File: config.mk
export PLATFORM = sky130hd
export DESIGN_NAME = ofa_sequencer
export DESIGN_NICKNAME = d
export VERILOG_FILES = /design/src/hdl/ofdm_frame_assembler_core_defines.svh /design/src/hdl/ofa_pkg.sv /design/src/hdl/ofa_sequencer.sv
export SDC_FILE = /design/constraint.sdc
export NUM_CORES = 1
export LEC_CHECK = 0
export ABC_AREA = 1
export BUFFER_PORTS_ARGS = -buffer_cell sky130_fd_sc_hd__buf_2
export CORE_AREA = 5 5 42 44
export DETAILED_ROUTE_END_ITERATION = 16
export DIE_AREA = 0 0 47 49
export GPL_ROUTABILITY_DRIVEN = 0
export PLACE_DENSITY = 0.42
export SYNTH_ARGS = -nofsm -noshare
export SYNTH_HDL_FRONTEND = slang
export SYNTH_SLANG_ARGS = --single-unit
File: constraint.sdc
create_clock -name clk -period 1.1 [get_ports clk]
set_input_delay 0.11 -clock clk [delete_from_list [all_inputs] [get_ports clk]]
set_output_delay 0.11 -clock clk [all_outputs]
set_load 0.01 [all_outputs]
File: src/hdl/ofdm_frame_assembler_core_defines.svh
// Assertion macros for the OFDM frame assembler core.
// Needs clk and rst in scope at the point of use; no other dependencies.
`ifndef OFDM_FRAME_ASSEMBLER_CORE_DEFINES_SVH
`define OFDM_FRAME_ASSEMBLER_CORE_DEFINES_SVH

// same-cycle implication, quiet during reset
`define OFA_ASSERT_NOW(label, ante, cons, msg) \
  label: assert property (@(posedge clk) disable iff (rst) (ante) |-> (cons)) \
    else $error(msg);

// next-cycle implication, quiet during reset
`define OFA_ASSERT_NEXT(label, ante, cons, msg) \
  label: assert property (@(posedge clk) disable iff (rst) (ante) |=> (cons)) \
    else $error(msg);

`endif

File: src/hdl/ofa_pkg.sv
// Shared types, constants and the microcode table of the OFDM frame assembler.
// No dependencies.
package ofa_pkg;

  localparam int SAMPLE_BITS = 16;
  localparam int CFG_INDEX_W = 3;
  localparam int CFG_DATA_W  = 64;

  // Q1.14 reference symbol, +0.7 and -0.7
  localparam logic [SAMPLE_BITS-1:0] REF_POS = 16'd11469;
  localparam logic [SAMPLE_BITS-1:0] REF_NEG = 16'd54067;

  // register indexes on the config port
  localparam logic [CFG_INDEX_W-1:0] REG_FFT_SIZE     = 3'd0;
  localparam logic [CFG_INDEX_W-1:0] REG_OCCUPIED     = 3'd1;
  localparam logic [CFG_INDEX_W-1:0] REG_PREAMBLE_REP = 3'd2;
  localparam logic [CFG_INDEX_W-1:0] REG_PILOT_REP    = 3'd3;
  localparam logic [CFG_INDEX_W-1:0] REG_DATA_BLOCKS  = 3'd4;
  localparam logic [CFG_INDEX_W-1:0] REG_DATA_REP     = 3'd5;
  localparam logic [CFG_INDEX_W-1:0] REG_SILENCE_REP  = 3'd6;
  localparam logic [CFG_INDEX_W-1:0] REG_SIGN_PATTERN = 3'd7;

  typedef enum logic [2:0] {
    PH_COLLECT,
    PH_PREAMBLE,
    PH_PILOT,
    PH_DATA,
    PH_SILENCE
  } phase_t;

  // effective (clamped) configuration
  typedef struct packed {
    logic [6:0]  eff_fft;
    logic [6:0]  eff_occ;
    logic [5:0]  pad;
    logic [4:0]  eff_blocks;
    logic [3:0]  pre_reps;
    logic [3:0]  pil_reps;
    logic [3:0]  data_reps;
    logic [3:0]  sil_reps;
    logic [63:0] sign_pattern;
  } cfg_t;

  // microcode
  typedef logic [2:0] ustep_t;
  localparam ustep_t STEP_CALC   = 3'd0;
  localparam ustep_t STEP_BRANCH = 3'd1;
  localparam ustep_t STEP_PUSH   = 3'd2;
  localparam ustep_t STEP_READ   = 3'd3;
  localparam ustep_t STEP_EMIT   = 3'd4;

  typedef enum logic [1:0] {
    SEQ_GOTO,
    SEQ_DISPATCH,
    SEQ_DONE
  } seq_op_t;

  typedef struct packed {
    logic calc;
    logic push;
    logic read;
    logic emit;
  } ctrl_t;

  typedef struct packed {
    ctrl_t   ctrl;
    seq_op_t seq;
    ustep_t  target;
  } uword_t;

  typedef struct packed {
    logic is_pull;
    logic collecting;
    logic frame_full;
  } stat_t;

  function automatic uword_t ucode_word(input ustep_t s);
    uword_t w;
    w = '0;
    w.seq = SEQ_DONE;
    unique case (s)
      STEP_CALC: begin
        w.ctrl.calc = 1'b1;
        w.seq       = SEQ_GOTO;
        w.target    = STEP_BRANCH;
      end
      STEP_BRANCH: begin
        w.seq = SEQ_DISPATCH;
      end
      STEP_PUSH: begin
        w.ctrl.push = 1'b1;
      end
      STEP_READ: begin
        w.ctrl.read = 1'b1;
        w.seq       = SEQ_GOTO;
        w.target    = STEP_EMIT;
      end
      STEP_EMIT: begin
        w.ctrl.emit = 1'b1;
      end
      default: ;
    endcase
    return w;
  endfunction

endpackage

File: src/hdl/ofa_sequencer.sv
// Microcode sequencer: step counter, control store lookup and jumps.
// Depends on ofa_pkg (microcode table and control types).
module ofa_sequencer (
  input  logic           clk,
  input  logic           rst,
  input  logic           start,
  input  ofa_pkg::stat_t stat,
  output logic           busy,
  output ofa_pkg::ctrl_t ctrl
);
  import ofa_pkg::*;

  ustep_t step;
  ustep_t step_next;
  logic   busy_next;
  uword_t uword;

  assign uword = ucode_word(step);
  assign ctrl  = busy ? uword.ctrl : '0;

  always_ff @(posedge clk) begin
    if (rst) begin
      busy <= 1'b0;
      step <= STEP_CALC;
    end else begin
      busy <= busy_next;
      step <= step_next;
    end
  end

  always_comb begin
    busy_next = busy;
    step_next = step;
    if (!busy) begin
      if (start) begin
        busy_next = 1'b1;
        step_next = STEP_CALC;
      end
    end else begin
      unique case (uword.seq)
        SEQ_GOTO: step_next = uword.target;
        SEQ_DISPATCH: begin
          if (!stat.is_pull && !stat.collecting) begin
            busy_next = 1'b0;            // push during readout
          end else if (!stat.is_pull) begin
            step_next = STEP_PUSH;
          end else if (stat.collecting && !stat.frame_full) begin
            busy_next = 1'b0;            // pull too early
          end else begin
            step_next = STEP_READ;
          end
        end
        default: busy_next = 1'b0;
      endcase
    end
  end

endmodule

==> After elaboration in Yosys (flattened, before gate mapping) <==
Cells that the tools add are included.
{ "totals": {"ff_bits": 4, "wordCells": 39, "output_inout_bits": 5} }
{ "classes": {"reduce_logical": 10, "eq_ne": 8, "n_mux": 19} }
{ "ops": {"columns": ["operator", "n"], "rows": [
  ["$mux W3", 5],
  ["$pmux W3 S2", 2],
  ["$mux W1", 9],
  ["$eq A3 B2 Y1 const B", 2],
  ["$mux W4", 1],
  ["$ne A4 B4 Y1 const B", 1],
  ["$pmux W2 S2", 1],
  ["$reduce_and A4 Y1", 1],
  ["$eq A3 B1 Y1 const B", 1],
  ["$eq A3 B3 Y1 const B", 1],
  ["$logic_not A1 Y1", 3],
  ["$logic_not A3 Y1", 1],
  ["$ne A3 B1 Y1 const B", 1],
  ["$ne A3 B3 Y1 const B", 1],
  ["$eq A2 B1 Y1 const B", 1],
  ["$logic_and A1 B1 Y1", 2],
  ["$logic_not A2 Y1", 1],
  ["$pmux W1 S2", 1],
  ["$reduce_bool A2 Y1", 1],
  ["$reduce_or A2 Y1", 1]
]} }

==> Logic depth before layout (Yosys ltp) <==
Gate-level depths: netlist of the first run.
{ "depth": {"ltp_word": 7, "ltp_mapped": 9, "depth_no_buf": 9} }

==> Worst setup path after synthesis of the first run <==
OpenSTA, ideal clock, no wires.
{ "synth_timing": {"path_type": "register -> register", "startpoint": "register busy", "endpoint": "register step[2]", "arrival_time_ns": 0.946, "path_stages_with_launch": 8, "n_path_buf": 0, "setup_ns": 0.113, "slack_ns": 0.041, "t_required_ns": 0.987, "period_less_slack_ns": 1.059, "path_cell_list": "dfxtp_1 nand2_2 o21ai_2 nand2_4 nand2_4 nand2_1 nand2_1 nor2_1"} }
{ "synth_between": {"elab_chain_len": 2, "word_cells_on_any_way": 6, "classes_between": "eq/ne: 3; mux: 1; reduce/logical: 2"} }
{ "synth_rtl": {"columns": ["item", "line", "rtl"], "rows": [
  ["start, declared", "ofa_sequencer.sv:8", "output logic busy,"],
  ["start signal, assigned", "ofa_sequencer.sv:26", "busy <= busy_next;"],
  ["$ne A4 B4 Y1 (no source line) (tied with other cells)", null, null],
  ["$reduce_and A4 Y1 (no source line)", null, null],
  ["end signal, assigned", "ofa_sequencer.sv:27", "step <= step_next;"],
  ["end, declared", "ofa_sequencer.sv:13", "ustep_t step;"]
]} }
Parallel ways exist; a longest one is shown, timed or not.
A chain may end at the register's enable or synchronous reset.

==> out/qor.csv, run 1 <==
stage,metric,value,unit
run_status,run_status,finished with violations,
run_status,violations,negative setup slack,
floorplan,core_area,0.001401,mm²
synth,synth_enable_flop_cells,0,
hold_path,hp-start,rst,
clocking,clk_latency,0.23,ns
synth,synth_adder_area_share,0,%
route,viasPerCell,4.025,
sta,skew,0.0004954,ns
synth,yosysMostFrequentCell,nor2_1,
floorplan,start_util,20.18,%
route,route.detailed.drc,0,
synth,synth.area.mux_share,0,%
clocking,cts_root_buf,clkbuf_4,
synth,postSynthNetCount,50,
synth,ys_types,15,
clocking,cts_buffer_depth,2,
worst_setup_path,reg2reg_to,step[0],
worst_setup_path,crit_type,reg -> out,
floorplan,die_area,0.002303,mm²
synth,yosys-top-cells-count,"nor2_1, nand2_1, inv_1",
synth,synth.area.top_cells,"dfxtp_1, nor2_1, nand2_1, nand2_4, inv_1",
flow_run,max_cap_viol_count,0,
hold_path,min_path_type,in -> reg,
pwr,p_per_area,1287,mW/mm²
hold_path,hold_end,busy,
synth,synth.top_cell.area_share,28.32,%
worst_setup_path,cp_max_fo,3,
finish,drive_gt1_share,61.54,%
clocking,cts_tree,yes,
sta,post-route-min-period,1.140,ns
route,vias,326,
worst_setup_path,critPathArrivalTime,1.03,ns
worst_setup_path,end_kind,primary output,
global_routing,grt_max_degree,6,
placed_design,portBuffers,10,
sta,slew_headroom,88.97,%
synth,syn_inst,44,
global_routing,grt_pass1_wl,1207,µm
sta,rsz0062_at_grt,true,
synth,yosysSeqAreaShare,28.32,%
synth,synth-seq-cells,4,
pwr,power.leakage,0.2453,nW
clocking,cts_made_buffers,3,
clocking,cts.reportedPaths.clkPinSlew,0.04,ns
finish,layout.nets,73,
worst_setup_path,reg2reg_slack,-0.03,ns
synth,synth_xor_area_share,0,%
global_routing,antenna_found_initial,0,
synth,synth_top_family_by_area,simple AND/OR/NAND/NOR gates,
finish,antennaDiodeCount,0,
worst_setup_path,required,0.99,ns
sta,slew_violations,0,
route,final_antenna_net_count,0,
clocking,htree_levels,1,
floorplan,fp.dieH,49,µm
global_routing,grt_pass1_vias,326,
sta,post-route-period-util,103.6,%
floorplan,fp.dieW,47,µm
route,routedWlPerCell,8.506,µm
sta,fmaxAchievable,877.4,MHz
sta,fin_ws,-0.03969,ns
hold_path,holdPathStages,2,
route,drt-total-wl,689,µm
route,first_pass_iters,4,
global_routing,grt-ovfl-total,0,
global_routing,track_usage,7.611,%
floorplan,rows,14,
synth,ys_async_sr_fraction,0,%
finish,syn_to_final_growth,75.22,%
synth,synth_compound_area_share,4.867,%
synth,synth-warning-count,0,
synth,syn-cell-area,282.8,µm²
pwr,power,0.0006377,W
synth,netlist.top_cell.by_area,dfxtp_1,
synth,synthFlopType,dfxtp_1,
floorplan,io_pins,11,
synth,synth_simple_gate_area_share,57.52,%
clocking,postCtsHoldBufs,0,
placed_design,post_dp_cell_area,390.4,µm²
finish,design_area,495.5,µm²
sta,setup_viol,4,
sta,finalHoldViolCount,0,
worst_setup_path,r2r_start,step[1],
clocking,clock_sinks,4,
route,drt_iter0_markers,9,
synth,syn_area_per_cell,6.427,µm²
worst_setup_path,reg2reg_depth,9,
pwr,max-vdd-ir-drop,0.4606,mV
worst_setup_path,start_kind,register,
placed_design,dp_hpwl,556,µm
sta,worst_slew_pin_slew,0.1642,ns
==> what timing repair did <==
item / in CTS / in global routing
gates resized for setup: 14 / 4
endpoints found under the hold margin: 0 / 0
setup buffers: 3 / 0
endpoints found under the setup margin: 4 / 8
pin swaps: 4 / 0
==> worst max path at each step <==
stage	startpoint	to	slack [ns]
3_3_place_gp	step[2]	step[0]	0.03
2_1_floorplan	busy	step[2]	0.04
5_1_grt	step[2]	ctrl[0]	-0.11
3_5_place_dp	step[2]	step[0]	0.03
4_1_cts	step[1]	ctrl[0]	-0.04
6_report	step[2]	ctrl[0]	-0.04
==> through the flow <==
step | setup WS, ns | hold slack, ns | util, % | setup TNS (ns) | cells
after floorplan | 0.04135 | 0.1824 | - | 0 | 44
after global placement | 0.02521 | 0.2890 | 27.86 | 0 | 75
after detailed placement | 0.03269 | 0.2906 | 27.86 | 0 | 75
after CTS | -0.04320 | 0.02934 | 33.84 | -0.1177 | 81
after global routing | -0.1117 | 0.02957 | 35.36 | -0.5589 | 81
final | -0.03969 | 0.03651 | 35.36 | -0.1012 | 81
==> routing by layer <==
metal / track usage, % / vias to the layer above / share of wire (%)
met5: 0 / - / 0
met2: 9.502 / 10 / 44
met1: 9.251 / 136 / 46
met4: 8.295 / 0 / 3.6
li1: - / 176 / -
met3: 2.214 / 4 / 6.0
==> cells in the final DEF, fill, tap and decap left out <==
cell type and n:
nand2_1 7, nor2_4 3, dfxtp_4 1, o21ai_2 1, nand2_2 3, or2_2 1, nand3_1 2, nor3_4 1
clkbuf_4 3, nor2_1 9, a21oi_1 1, or2_4 1, nand3_2 1, nor3_1 1, clkinv_1 1, buf_6 5
buf_4 5, buf_2 8, dfxtp_2 3, inv_2 2, inv_1 4, nand2_4 2
==> registers in the layout, indices dropped and copies added (netlist names) <==
signal,flops
busy,1
step,3
==> cell families (layout without fill, tap and decap cells) <==
kind of cell    after synthesis  count (layout)
buf+inv                       7              28
compound gates                2               2
flops                         4               4
simple gates                 31              31
==> worst max-delay path, stage by stage, from the launching register on <==
cell and delay (ns):
dfxtp_2 0.35, inv_2 0.05, buf_6 0.11, nor3_4 0.13
buf_2 0.14
==> layout make-up <==
type | count | area, µm²
clock buffers | 3 | 22.52
repair buffers | 18 | 133.9
multi-input cells | 33 | 205.2
well taps | 16 | 20.02
inverters | 7 | 26.28
fillers | 168 | 905.9
flip-flops and latches | 4 | 87.58
==> power by group <==
part           internal, W  switching (W)  total, W
registers         0.000169      0.0000241  0.000193
clock network     0.000122      0.0000615  0.000184
logic             0.000129       0.000132  0.000261
Power figures use the tool's default switching activity.
==> run 2: changes to the inputs <==
--- a/config.mk
+++ b/config.mk
@@ -5,13 +5,14 @@
 export SDC_FILE = /design/constraint.sdc
 export NUM_CORES = 1
 export LEC_CHECK = 0
-export ABC_AREA = 1
 export BUFFER_PORTS_ARGS = -buffer_cell sky130_fd_sc_hd__buf_2
+export CELL_PAD_IN_SITES_DETAIL_PLACEMENT = 1
+export CELL_PAD_IN_SITES_GLOBAL_PLACEMENT = 2
 export CORE_AREA = 5 5 42 44
 export DETAILED_ROUTE_END_ITERATION = 16
 export DIE_AREA = 0 0 47 49
 export GPL_ROUTABILITY_DRIVEN = 0
-export PLACE_DENSITY = 0.42
+export PLACE_DENSITY_LB_ADDON = 0.15
 export SYNTH_ARGS = -nofsm -noshare
 export SYNTH_HDL_FRONTEND = slang
 export SYNTH_SLANG_ARGS = --single-unit
==> run 2 against run 1 <==
  * The flow still finishes with violations (negative setup slack)
  * Highest routed layer is now met3
  * Wire length grew 19%
  * Sequential cell count is the same
  * Power shrank 34%
  * Critical endpoint is now ctrl[1]
  * Sequential share of layout area grew 1.9 points
  * Worst setup slack lost 0.063 ns
  * Critical path type unchanged
  * Global-route usage grew 1.1 points
  * Via count shrank 7.4%
  * Clock-buffer cell count is the same
  * Register-to-register slack lost 0.03 ns
  * First-iteration DRC count shrank 89%
==> out/qor.csv, run 2 <==
stage,metric,value,unit
run_status,run_status,finished with violations,
run_status,violations,negative setup slack,
sta,finalSetupTns,-0.2925,ns
floorplan,die_area,0.002303,mm²
floorplan,core_area,0.001401,mm²
floorplan,io_pins,11,
sta,rsz0062_at_grt,true,
pwr,pwr-share-comb,20.5,%
floorplan,rows,14,
synth,yosys-top-cells-count,"a21oi_1, dfxtp_1, nor3_1",
sta,worst_slew_pin_slew,0.2451,ns
synth,synth.area.top_cells,"dfxtp_1, a21oi_1, nor3_1, nand3b_1, o211ai_1",
worst_setup_path,cp_max_fo,4,
sta,fmaxAchievable,831.7,MHz
floorplan,start_util,16.88,%
synth,synth.top_cell.area_share,33.86,%
pwr,max-vdd-ir-drop,0.6026,mV
synth,synth-seq-cells,4,
clocking,cts_buffer_depth,2,
route,routedWlPerCell,12.42,µm
route,first_pass_iters,2,
synth,synth-warning-count,0,
clocking,clk_latency,0.24,ns
finish,finalNonFillerCells,66,
clocking,clock_sinks,4,
synth,ys_types,17,
pwr,clockPowerShare,42.8,%
finish,final_cell_mix,"buf_2, buf_4, a21oi_1, clkbuf_4, buf_6",
floorplan,fp.dieW,47,µm
pwr,pwr-share-seq,36.7,%
route,vias,302,
route,final_antenna_net_count,0,
clocking,cts_made_buffers,3,
synth,yosysSeqAreaShare,33.86,%
sta,post-route-period-util,109.3,%
sta,setup_viol,5,
synth,synthFlopType,dfxtp_1,
sta,slew_violations,0,
pwr,p_int,0.0003148,W
synth,syn_inst,29,
sta,fin_ws,-0.1024,ns
finish,top_regs,"step (3), busy (1)",
hold_path,min_path_type,in -> reg,
synth,synth_enable_flop_cells,0,
floorplan,fp.dieH,49,µm
route,drt_iter0_markers,1,
clocking,postCtsHoldBufs,0,
finish,syn_to_final_growth,94.71,%
synth,netlist.top_cell.by_area,dfxtp_1,
clocking,htree_levels,1,
route,viasPerCell,4.576,
clocking,cts_tree,yes,
clocking,cts_root_buf,clkbuf_4,
synth,syn_area_per_cell,8.154,µm²
finish,largest_reg_flops,3,
clocking,cts.reportedPaths.clkPinSlew,0.04,ns
global_routing,grt_pass1_vias,333,
hold_path,hp-start,rst,
finish,antennaDiodeCount,0,
flow_run,max_cap_viol_count,0,
placed_design,dp_cells,61,
global_routing,grt-ovfl-total,0,
finish,fillerInstances,181,
placed_design,portBuffers,10,
route,route.detailed.drc,0,
pwr,power,0.0004211,W
synth,postSynthNetCount,35,
worst_setup_path,crit_type,reg -> out,
sta,finalHoldViolCount,0,
sta,slew_headroom,83.62,%
finish,top_register,step,
sta,skew,0.003690,ns
worst_setup_path,start_kind,register,
pwr,power_switching_share,25.25,%
sta,post-route-min-period,1.202,ns
worst_setup_path,end_kind,primary output,
finish,drive_gt1_share,68.00,%
finish,layout.nets,58,
global_routing,grt_max_degree,8,
global_routing,track_usage,8.732,%
finish,layout_commonest_cell,buf_2,
worst_setup_path,r2r_start,step[1],
route,drt-total-wl,820,µm
synth,syn-cell-area,236.5,µm²
synth,ys_async_sr_fraction,0,%
worst_setup_path,startpoint,step[2],
pwr,power_switching,0.0001063,W
worst_setup_path,critPathArrivalTime,1.09,ns
pwr,power.leakage,0.2039,nW
global_routing,grt_pass1_wl,1414,µm
pwr,p_per_area,914.6,mW/mm²
worst_setup_path,required,0.99,ns
placed_design,dp_hpwl,616.8,µm
global_routing,antenna_found_initial,0,
==> run 2: cell type report <==
cell class,count,area (µm²),share of cell area (%)
clock buffers,3,22.52,4.891
inverters,1,3.754,0.8152
multi-input cells,24,200.2,43.48
flip-flops and latches,4,90.09,19.57
well taps,16,20.02,4.348
repair buffers,18,123.9,26.90
==> run 2: repair_timing <==
item	in CTS	in global routing
setup buffers	2	0
pin swaps	3	0
gates resized for setup	13	4
setup endpoints to repair	6	7
==> run 2: path summary, 6_finish.rpt <==
path / to / slack, ns / cells after the start
max: ctrl[1] / -0.10 / 4
min: busy / 0.1 / 2
max reg2reg: step[0] / -0.06 / 4
min reg2reg: step[2] / 0.52 / 2
==> run 2: per-layer routing <==
metal / part of all wire [%] / GRT usage, % / vias up
met2: 49 / 13.35 / 11
met3: 8.4 / 4.797 / 0
met1: 43 / 10.11 / 141
met5: 0 / 0 / -
met4: 0 / 2.765 / 0
li1: - / - / 150
==> run 2: critical path: stages (launching register included) <==
cell	delay, ns
dfxtp_4	0.35
buf_6	0.12
nor2b_4	0.10
and3_4	0.19
buf_6	0.10
==> run 2: logic make-up (layout without fill, tap and decap cells) <==
logic type / after synthesis / after routing / synth area share, %
flops: 4 / 4 / 33.86
compound gates: 8 / 8 / 20.63
simple gates: 15 / 15 / 39.68
buf+inv: 1 / 22 / 1.586
mux: 1 / 1 / 4.233
==> run 2: metrics by stage <==
stage	cell area, µm²	setup slack (ns)	util (%)	hold WS [ns]
finish	460.4	-0.1024	32.86	0.09827
global route	460.4	-0.1557	32.86	0.1041
CTS	450.4	-0.1131	32.14	0.08972
detailed placement	361.6	-0.07472	25.80	0.3456
global placement	361.6	-0.07948	25.80	0.3418
floorplan	246.5	-0.05449	-	0.1717
==> run 2: power by group through the flow <==
stage	Sequential (W)	Clock, W	Combinational (W)
after floorplan	0.000161	0	0.0000319
after global placement	0.000159	0	0.0000704
after detailed placement	0.000160	0	0.0000711
after CTS	0.000154	0.000189	0.0000833
after global routing	0.000156	0.000201	0.0000958
final	0.000155	0.000180	0.0000865
==> run 3: changes to the inputs <==
--- a/config.mk
+++ b/config.mk
@@ -5,7 +5,7 @@
 export SDC_FILE = /design/constraint.sdc
 export NUM_CORES = 1
 export LEC_CHECK = 0
-export BUFFER_PORTS_ARGS = -buffer_cell sky130_fd_sc_hd__buf_2
+export BUFFER_PORTS_ARGS = -buffer_cell sky130_fd_sc_hd__clkbuf_2
 export CELL_PAD_IN_SITES_DETAIL_PLACEMENT = 1
 export CELL_PAD_IN_SITES_GLOBAL_PLACEMENT = 2
 export CORE_AREA = 5 5 42 44
==> constraint.sdc (replaced) <==
create_clock -name clk -period 1 [get_ports clk]
set_input_delay 0.1 -clock clk [delete_from_list [all_inputs] [get_ports clk]]
set_output_delay 0.1 -clock clk [all_outputs]
set_load 0.01 [all_outputs]
==> run 3 against run 2 <==
  * The flow still finishes with violations (negative setup slack)
  * Non-clock buffer count grew 7
  * Clock power grew 16%
  * Critical path depth grew 2
  * Combinational power grew 80%
  * Clock-buffer cell count is the same
  * Design area grew 28%
  * Die area is the same
  * Critical endpoint is now busy
  * Highest routed layer is now met4
==> out/qor.csv, run 3 (synthesis gave the netlist of run 2 again) <==
stage,metric,value,unit
finish,layout_commonest_cell,buf_6,
route,route.detailed.drc,0,
worst_setup_path,r2r_start,step[0],
clocking,clock_sinks,4,
pwr,pwr-share-comb,29.2,%
finish,drive_gt1_share,82.46,%
worst_setup_path,reg2reg_slack,-0.27,ns
finish,final_cell_mix,"buf_6, buf_4, clkbuf_2",
floorplan,rows,14,
pwr,clockPowerShare,39.1,%
global_routing,grt-ovfl-total,0,
global_routing,grt_max_degree,8,
finish,layout.nets,65,
finish,antennaDiodeCount,0,
clocking,cts_made_buffers,3,
finish,finalNonFillerCells,73,
hold_path,holdPathStages,2,
placed_design,portBuffers,10,
worst_setup_path,cpPeakStageDelay,0.36,ns
route,first_pass_iters,2,
pwr,p_per_area,905.3,mW/mm²
sta,slew_violations,0,
worst_setup_path,cp_num_buf_inv,2,
worst_setup_path,reg2reg_depth,6,
sta,post-route-period-util,127.0,%
worst_setup_path,path_cells,buf_12 -> nand2b_4 -> or3_4 -> o311ai_4 -> buf_4 -> a21oi_2,
sta,fmaxAchievable,787.6,MHz
clocking,clk_latency,0.24,ns
floorplan,fp.dieH,49,µm
worst_setup_path,cp_top_family,simple AND/OR/NAND/NOR gates,
finish,syn_to_final_growth,149.7,%
pwr,power_switching_share,27.29,%
route,viasPerCell,4.712,
sta,skew,0.006239,ns
global_routing,grt_pass1_wl,1697,µm
global_routing,grt.met1_usage,10.04,%
sta,worst_slew_pin_slew,0.2648,ns
finish,top_register,step,
sta,slew_headroom,82.30,%
worst_setup_path,crit_type,reg -> reg,
worst_setup_path,required,1.13,ns
route,drt-total-wl,1044,µm
floorplan,io_pins,11,
floorplan,core_area,0.001401,mm²
route,vias,344,
sta,setup_viol,9,
run_status,run_status,finished with violations,
global_routing,top_usage_layer,met2,
clocking,cts_buffer_depth,2,
worst_setup_path,start_kind,register,
pwr,pwr-share-seq,31.7,%
global_routing,grt_pass1_vias,399,
global_routing,track_usage,11.17,%
worst_setup_path,crit_slowest_cell,dfxtp_4,
global_routing,grt_use_met3,2.952,%
pwr,p_int,0.0003887,W
clocking,postCtsHoldBufs,0,
clocking,cts.reportedPaths.clkPinSlew,0.04,ns
hold_path,hold_end,busy,
placed_design,post_dp_cell_area,376.6,µm²
global_routing,antenna_found_initial,0,
sta,rsz0062_at_grt,true,
route,routedWlPerCell,14.30,µm
floorplan,start_util,16.88,%
worst_setup_path,cp_max_fo,3,
sta,post-route-min-period,1.270,ns
floorplan,die_area,0.002303,mm²
clocking,cts_root_buf,clkbuf_4,
finish,fillerInstances,170,
sta,fin_ws,-0.2697,ns
finish,largest_reg_flops,3,
clocking,htree_levels,1,
floorplan,fp.dieW,47,µm
worst_setup_path,end_kind,register,
flow_run,max_cap_viol_count,0,
pwr,max-vdd-ir-drop,0.6236,mV
worst_setup_path,critPathArrivalTime,1.40,ns
finish,design_area,590.6,µm²
route,final_antenna_net_count,0,
hold_path,min_path_type,in -> reg,
pwr,power_switching,0.0001459,W
run_status,violations,negative setup slack,
hold_path,hp-start,rst,
route,drt_iter0_markers,2,
global_routing,grtUsageMet2,18.33,%
worst_setup_path,reg2reg_to,busy,
finish,top_regs,"step (3), busy (1)",
sta,finalHoldViolCount,0,
clocking,cts_tree,yes,
placed_design,dp_cells,63,
pwr,power.leakage,0.2501,nW
-- run 3: cell types whose count changed in the layout (fill, tap and decap cells not counted), sizes merged --
cell / delta
buf: +2
clkbuf: +5
-- run 3: worst max path at each step --
stage | from | to | slack, ns | depth (start not counted)
final | step[0] | busy | -0.27 | 6
after global routing | step[0] | step[0] | -0.33 | 5
after CTS | step[0] | ctrl[2] | -0.25 | 5
after detailed placement | step[1] | step[0] | -0.18 | 4
after global placement | step[1] | step[0] | -0.13 | 4
after floorplan | step[1] | step[0] | -0.15 | 4
-- run 3: metal layers --
| metal | vias up | routed length, µm |
|---|---|---|
| li1 | 164 | - |
| met1 | 161 | 384 |
| met2 | 13 | 550 |
| met3 | 6 | 61 |
| met4 | 0 | 48 |
| met5 | - | 0 |
-- run 3: what timing repair did --
item,CTS,global route
endpoints found under the setup margin,8,9
pin swaps,5,7
gates resized for setup,21,14
buffers inserted,4,3
-- run 3: power groups by stage --
| stage | logic [W] | registers, W | clock network, W |
|---|---|---|---|
| after floorplan | 0.0000351 | 0.000177 | 0 |
| after global placement | 0.0000883 | 0.000174 | 0 |
| after detailed placement | 0.0000902 | 0.000174 | 0 |
| after CTS | 0.000132 | 0.000169 | 0.000220 |
| after global routing | 0.000169 | 0.000170 | 0.000233 |
| final | 0.000156 | 0.000169 | 0.000209 |
-- run 3: area by class of cell --
type	count	area, µm²	area share [%]
flip-flops and latches	4	92.59	15.68
well taps	16	20.02	3.390
repair buffers	25	216.5	36.65
inverters	1	3.754	0.6356
multi-input cells	24	235.2	39.83
clock buffers	3	22.52	3.814
-- run 3: metrics by stage --
step	worst slack [ns]	power (W)	hold slack [ns]	utilization, %	TNS, ns
CTS	-0.2481	0.0005219	0.06256	37.41	-1.345
floorplan	-0.1545	0.0002118	0.1617	-	-0.2613
detailed placement	-0.1838	0.0002644	0.3179	26.88	-0.6712
global placement	-0.1320	0.0002621	0.3228	26.88	-0.4766
global route	-0.3273	0.0005720	0.08430	42.14	-1.847
finish	-0.2697	0.0005346	0.07533	42.14	-1.442
